[config.mk]
export PLATFORM = sky130hd
export DESIGN_NAME = restoring_unsigned_divider
export DESIGN_NICKNAME = d
export VERILOG_FILES = /design/src/rtl/rud_pkg.sv /design/src/rtl/rud_cell.sv /design/src/rtl/restoring_unsigned_divider.sv
export VERILOG_INCLUDE_DIRS = /design/src /design/src/rtl
export SDC_FILE = /design/constraint.sdc
export NUM_CORES = 1
export LEC_CHECK = 0
export BUFFER_PORTS_ARGS = -buffer_cell sky130_fd_sc_hd__buf_2
export CAP_MARGIN = 20
export CORE_UTILIZATION = 40
export CTS_CLUSTER_SIZE = 25
export DETAILED_ROUTE_END_ITERATION = 8
export PLACE_DENSITY = 0.58
export SYNTH_ARGS = -nofsm -noshare
export SYNTH_HDL_FRONTEND = slang
export SYNTH_HIERARCHICAL = 1
export SYNTH_SLANG_ARGS = --single-unit
export TNS_END_PERCENT = 10
[constraint.sdc]
create_clock -name clk -period 6.9 [get_ports clk]
set_input_delay 0.69 -clock clk [delete_from_list [all_inputs] [get_ports clk]]
set_output_delay 0.69 -clock clk [all_outputs]
set_load 0.1 [all_outputs]
[src/rtl/restoring_unsigned_divider_defines.svh]
// Assertion macros used by the divider top level
`ifndef RESTORING_UNSIGNED_DIVIDER_DEFINES_SVH
`define RESTORING_UNSIGNED_DIVIDER_DEFINES_SVH

// Same-cycle implication, disabled while reset is asserted
`define RUD_ASSERT_IMPL(lbl, ck, rst_n, ante, cons, msg) \
	lbl: assert property (@(posedge ck) disable iff (!(rst_n)) (ante) |-> (cons)) \
		else $error(msg);

// Next-cycle implication, disabled while reset is asserted
`define RUD_ASSERT_NEXT(lbl, ck, rst_n, ante, cons, msg) \
	lbl: assert property (@(posedge ck) disable iff (!(rst_n)) (ante) |=> (cons)) \
		else $error(msg);

`endif

[src/rtl/rud_pkg.sv]
// Shared types for the restoring divider cell chain
`timescale 1ns / 1ps

package rud_pkg;

	// Control that travels with a beat from cell to cell
	typedef struct packed {
		logic valid;
		logic err;
	} rud_ctl_t;

endpackage

[src/rtl/rud_cell.sv]
// One restoring division step with its own stage register
`timescale 1ns / 1ps

module rud_cell
	import rud_pkg::*;
#(
	parameter int DATA_WIDTH = 8
) (
	input  logic                  clk,
	input  logic                  arst_n,
	input  rud_ctl_t              up_ctl,
	input  logic [DATA_WIDTH-1:0] up_rem,
	input  logic [DATA_WIDTH-1:0] up_aq,
	input  logic [DATA_WIDTH-1:0] up_div,
	output logic                  stall,
	input  logic                  dn_stall,
	output rud_ctl_t              ctl_q,
	output logic [DATA_WIDTH-1:0] rem_q,
	output logic [DATA_WIDTH-1:0] aq_q,
	output logic [DATA_WIDTH-1:0] div_q
);

	logic                  advance;
	logic                  valid_q;
	logic                  err_q;
	logic [DATA_WIDTH:0]   trial;
	logic [DATA_WIDTH:0]   diff;
	logic                  fits;
	logic [DATA_WIDTH-1:0] rem_n;
	logic [DATA_WIDTH-1:0] aq_n;

	// Move on when this stage is empty or the next one takes the beat
	assign advance = !valid_q || !dn_stall;
	assign stall   = !advance;
	assign ctl_q   = '{valid: valid_q, err: err_q};

	// Shift in the next dividend bit and subtract the divisor if it fits
	always_comb begin
		trial = {up_rem, up_aq[DATA_WIDTH-1]};
		diff  = trial - {1'b0, up_div};
		fits  = (trial >= {1'b0, up_div});
		rem_n = fits ? diff[DATA_WIDTH-1:0] : trial[DATA_WIDTH-1:0];
		aq_n  = {up_aq[DATA_WIDTH-2:0], fits};
	end

	// Clear the valid bit under reset
	always_ff @(posedge clk or negedge arst_n) begin
		if (!arst_n) begin
			valid_q <= 1'b0;
		end else if (advance) begin
			valid_q <= up_ctl.valid;
		end
	end

	// Load the payload only with a real beat
	always_ff @(posedge clk) begin
		if (advance && up_ctl.valid) begin
			err_q <= up_ctl.err;
			rem_q <= rem_n;
			aq_q  <= aq_n;
			div_q <= up_div;
		end
	end

endmodule

[src/rtl/restoring_unsigned_divider.sv]
// An accepted beat passes through the DATA_WIDTH cell registers to the rsp side.
// Throughput: one beat per cycle while rsp_stall is low; one quotient bit per cell.
// Stalls ripple back cell by cell, so empty cells close up behind a held result.
// Reset clears every cell's valid bit at once; no payload is cleared.
`timescale 1ns / 1ps
`include "restoring_unsigned_divider_defines.svh"

module restoring_unsigned_divider
	import rud_pkg::*;
#(
	parameter int DATA_WIDTH = 8
) (
	input  logic                  clk,
	input  logic                  arst_n,
	input  logic                  req_valid,
	output logic                  req_stall,
	input  logic [DATA_WIDTH-1:0] dividend,
	input  logic [DATA_WIDTH-1:0] divisor,
	output logic                  rsp_valid,
	input  logic                  rsp_stall,
	output logic [DATA_WIDTH-1:0] quotient,
	output logic [DATA_WIDTH-1:0] remainder,
	output logic                  error_code
);

	rud_ctl_t              ctl_a   [0:DATA_WIDTH];
	logic [DATA_WIDTH-1:0] rem_a   [0:DATA_WIDTH];
	logic [DATA_WIDTH-1:0] aq_a    [0:DATA_WIDTH];
	logic [DATA_WIDTH-1:0] div_a   [0:DATA_WIDTH];
	logic                  stall_a [0:DATA_WIDTH];

	// Feed the head of the chain from the request beat
	assign ctl_a[0]       = '{valid: req_valid, err: (divisor == '0)};
	assign rem_a[0]       = '0;
	assign aq_a[0]        = dividend;
	assign div_a[0]       = divisor;
	assign req_stall      = stall_a[0];
	assign stall_a[DATA_WIDTH] = rsp_stall;

	// Chain of division cells, one quotient bit each
	for (genvar i = 0; i < DATA_WIDTH; i++) begin : g_cell
		rud_cell #(
			.DATA_WIDTH (DATA_WIDTH)
		) u_cell (
			.clk      (clk),
			.arst_n   (arst_n),
			.up_ctl   (ctl_a[i]),
			.up_rem   (rem_a[i]),
			.up_aq    (aq_a[i]),
			.up_div   (div_a[i]),
			.stall    (stall_a[i]),
			.dn_stall (stall_a[i+1]),
			.ctl_q    (ctl_a[i+1]),
			.rem_q    (rem_a[i+1]),
			.aq_q     (aq_a[i+1]),
			.div_q    (div_a[i+1])
		);
	end

	// Drive the result, forcing zeros for a zero divisor
	assign rsp_valid  = ctl_a[DATA_WIDTH].valid;
	assign error_code = ctl_a[DATA_WIDTH].err;
	assign quotient   = ctl_a[DATA_WIDTH].err ? '0 : aq_a[DATA_WIDTH];
	assign remainder  = ctl_a[DATA_WIDTH].err ? '0 : rem_a[DATA_WIDTH];

	`RUD_ASSERT_IMPL(a_empty_tail_ready, clk, arst_n, !rsp_valid, !req_stall, "request stalled with empty tail")
	`RUD_ASSERT_IMPL(a_rem_below_div, clk, arst_n, rsp_valid && !error_code, remainder < div_a[DATA_WIDTH], "remainder not below divisor")
	`RUD_ASSERT_NEXT(a_accept_lands, clk, arst_n, req_valid && !req_stall, ctl_a[1].valid, "accepted beat lost at first cell")

endmodule
==> impl_metrics.yaml <==
worst_setup_path:
  cp-end-kind: "output pin"
  slowest_stage: "buf_2"
  crit_buf_inv: 1
  crit_path_max_incr_delay_ns: 0.44
  criticalPathCategory: "register to output pin"
  cp_max_fo: 3
  required_ns: 6.21
  setup.worst_path.start_class: "register"
  cp.arrival_ns: 2.62
  crit_family: "simple AND/OR/NAND/NOR gates"
  path_common_cell: "and2_1"
  timing.critical_path.cells: "and2_1 -> and2_1 -> and2_1 -> and2_1 -> and2_1 -> and2_1 -> and2_1 -> and2_1 -> buf_2"
floorplanning:
  fp-row-count: 58
  core-area_um2: 25400
  fp.dieW_um: 164
  start_util: 0.412
  io_pins: 39
  die_area_um2: 26800
  fp.dieH_um: 164
grt:
  grt_pass1_vias: 6009
  antenna_found_initial: 0
  track_usage: 0.138
  overflow: 0
  grt_pass1_wl_mm: 28.7
  grt_max_degree: 26
outcome:
  status: "complete, no violations"
timing:
  relSlewSlack: 0.646
  slew_violations: 0
  rsz0062_at_grt: "false"
  fmax_ghz: 0.302
  final.min_clock_period_ns: 3.31
  setup-tns-final_ns: 0
  hold_violations: 0
  setup_viol_count_final: 0
  final.setup_skew_ns: 0.0127
  tightestPinTransition_ns: 0.531
  period_share: 0.480
routing:
  drtIter0Drc: 265
  via_per_inst: 4.91
  ant_nets: 0
  wl_per_cell_um: 14.5
  wirelength_mm: 17.3
  vias: 5876
  drtPass1Iterations: 4
  drc: 0
cts:
  clk_pin_slew_ns: 0.08
  cts_root_buf: "clkbuf_16"
  cts_tree: "built"
  cts.htree.levels: 4
  clk_path_buf_depth: 2
  hold_buffers: 0
  postCtsSetupBuffers: 0
  clock-sinks: 200
  clk-insertion-delay-late_ns: 0.43
  cts_buffers: 17
  post_cts_resized: 0
placement:
  dpl.hpwl_mm: 13.2
  gp_congestion: 0.828
  io_buffers: 38
power:
  power_density_nw_per_um2: 437
  p_leak_uw: 0.00463
  peakVddDrop_v: 0.000318
cells_and_area:
  syn_to_final_growth_pct: 11.1
  fill_cells: 2302
  fin_nets: 945
  utilization: 0.458
  layout-drive-gt1-share: 0.180
  antenna_cells: 0
hold_path:
  hp-class: "input pin to async pin"
logic_synthesis:
  ys_warn_count: 6
  netlist_instances: 805
  syn_area_um2: 10500
  synth.avg_cell_area_um2: 13.0
run:
  maxCapViolCount: 0
-- cells in the final DEF, fill, tap and decap left out, drive strengths merged, types with 25 or more instances in the layout --
cell type  count
nor2b         27
mux2          37
a21oi         36
edfxtp       192
ha            64
o21ai         40
nor2          25
buf           46
inv          112
-- worst register-to-register path, stage by stage, from the launching register on --
cell and delay (ns):
edfxtp_1 0.46, inv_1 0.12, ha_1 0.29, a21o_1 0.24
a2111oi_2 0.37, o21a_1 0.51, mux2_4 0.35
-- routing by layer --
layer | up-vias | share of wire | GRT usage
met5 | - | 0 | 0
li1 | 3015 | - | -
met1 | 2775 | 0.43 | 0.153
met3 | 18 | 0.023 | 0.0245
met2 | 68 | 0.53 | 0.260
met4 | 0 | 0.019 | 0.0526
-- through the flow --
| stage | cells | hold slack, ns | total power, µW | instance area [µm²] | worst slack, ns |
|---|---|---|---|---|---|
| 2_1_floorplan | 819 | 0.394 | 3700 | 10500 | 3.02 |
| 3_3_place_gp | 1162 | 0.401 | 4060 | 11000 | 3.62 |
| 3_5_place_dp | 1164 | 0.405 | 4100 | 11000 | 3.65 |
| 4_1_cts | 1196 | 0.0724 | 5120 | 11600 | 3.55 |
| 5_1_grt | 1196 | 0.0803 | 5410 | 11600 | 3.30 |
| 6_report | 1196 | 0.0808 | 5080 | 11600 | 3.59 |
-- flip-flops by register name, summed over array words and instances, names as in the netlist --
| name | flops |
|---|---|
| g_cell.u_cell/err_q | 8 |
| g_cell.u_cell/valid_q | 8 |
| g_cell.u_cell/rem_q | 64 |
| g_cell.u_cell/div_q | 56 |
| g_cell.u_cell/aq_q | 64 |
-- report_power, final --
group	total, µW	internal (µW)	switching [µW]
registers	1960	1820	143
logic	2110	876	1230
clock network	1010	501	509
total	5080	3190	1890
-- path summary, 6_finish.rpt --
check / start / endpoint / slack (ns) / depth (start not counted)
worst max register to register: g_cell[2].u_cell/div_q[6] / g_cell[3].u_cell/rem_q[3] / 4.31 / 6
max in group asynchronous: arst_n / g_cell[6].u_cell/valid_q / 6.65 / 1
worst min-delay path: arst_n / g_cell[0].u_cell/valid_q / 0.08 / 1
worst max-delay path: g_cell[7].u_cell/valid_q / req_stall / 3.59 / 9
min in group clk: g_cell[5].u_cell/err_q / g_cell[6].u_cell/err_q / 0.41 / 0
worst min register to register: g_cell[5].u_cell/err_q / g_cell[6].u_cell/err_q / 0.41 / 0
-- cell type report --
| class | instances | area, µm² | share of cell area |
|---|---|---|---|
| Clock buffer | 17 | 425 | 0.0366 |
| Clock inverter | 15 | 194 | 0.0167 |
| Timing Repair Buffer | 46 | 265 | 0.0228 |
| Multi-Input combinational cell | 484 | 3970 | 0.342 |
| Tap cell | 330 | 413 | 0.0355 |
| Sequential cell | 200 | 5970 | 0.513 |
| Inverter | 104 | 390 | 0.0336 |
No activity file was read; power rests on OpenSTA's default activity.
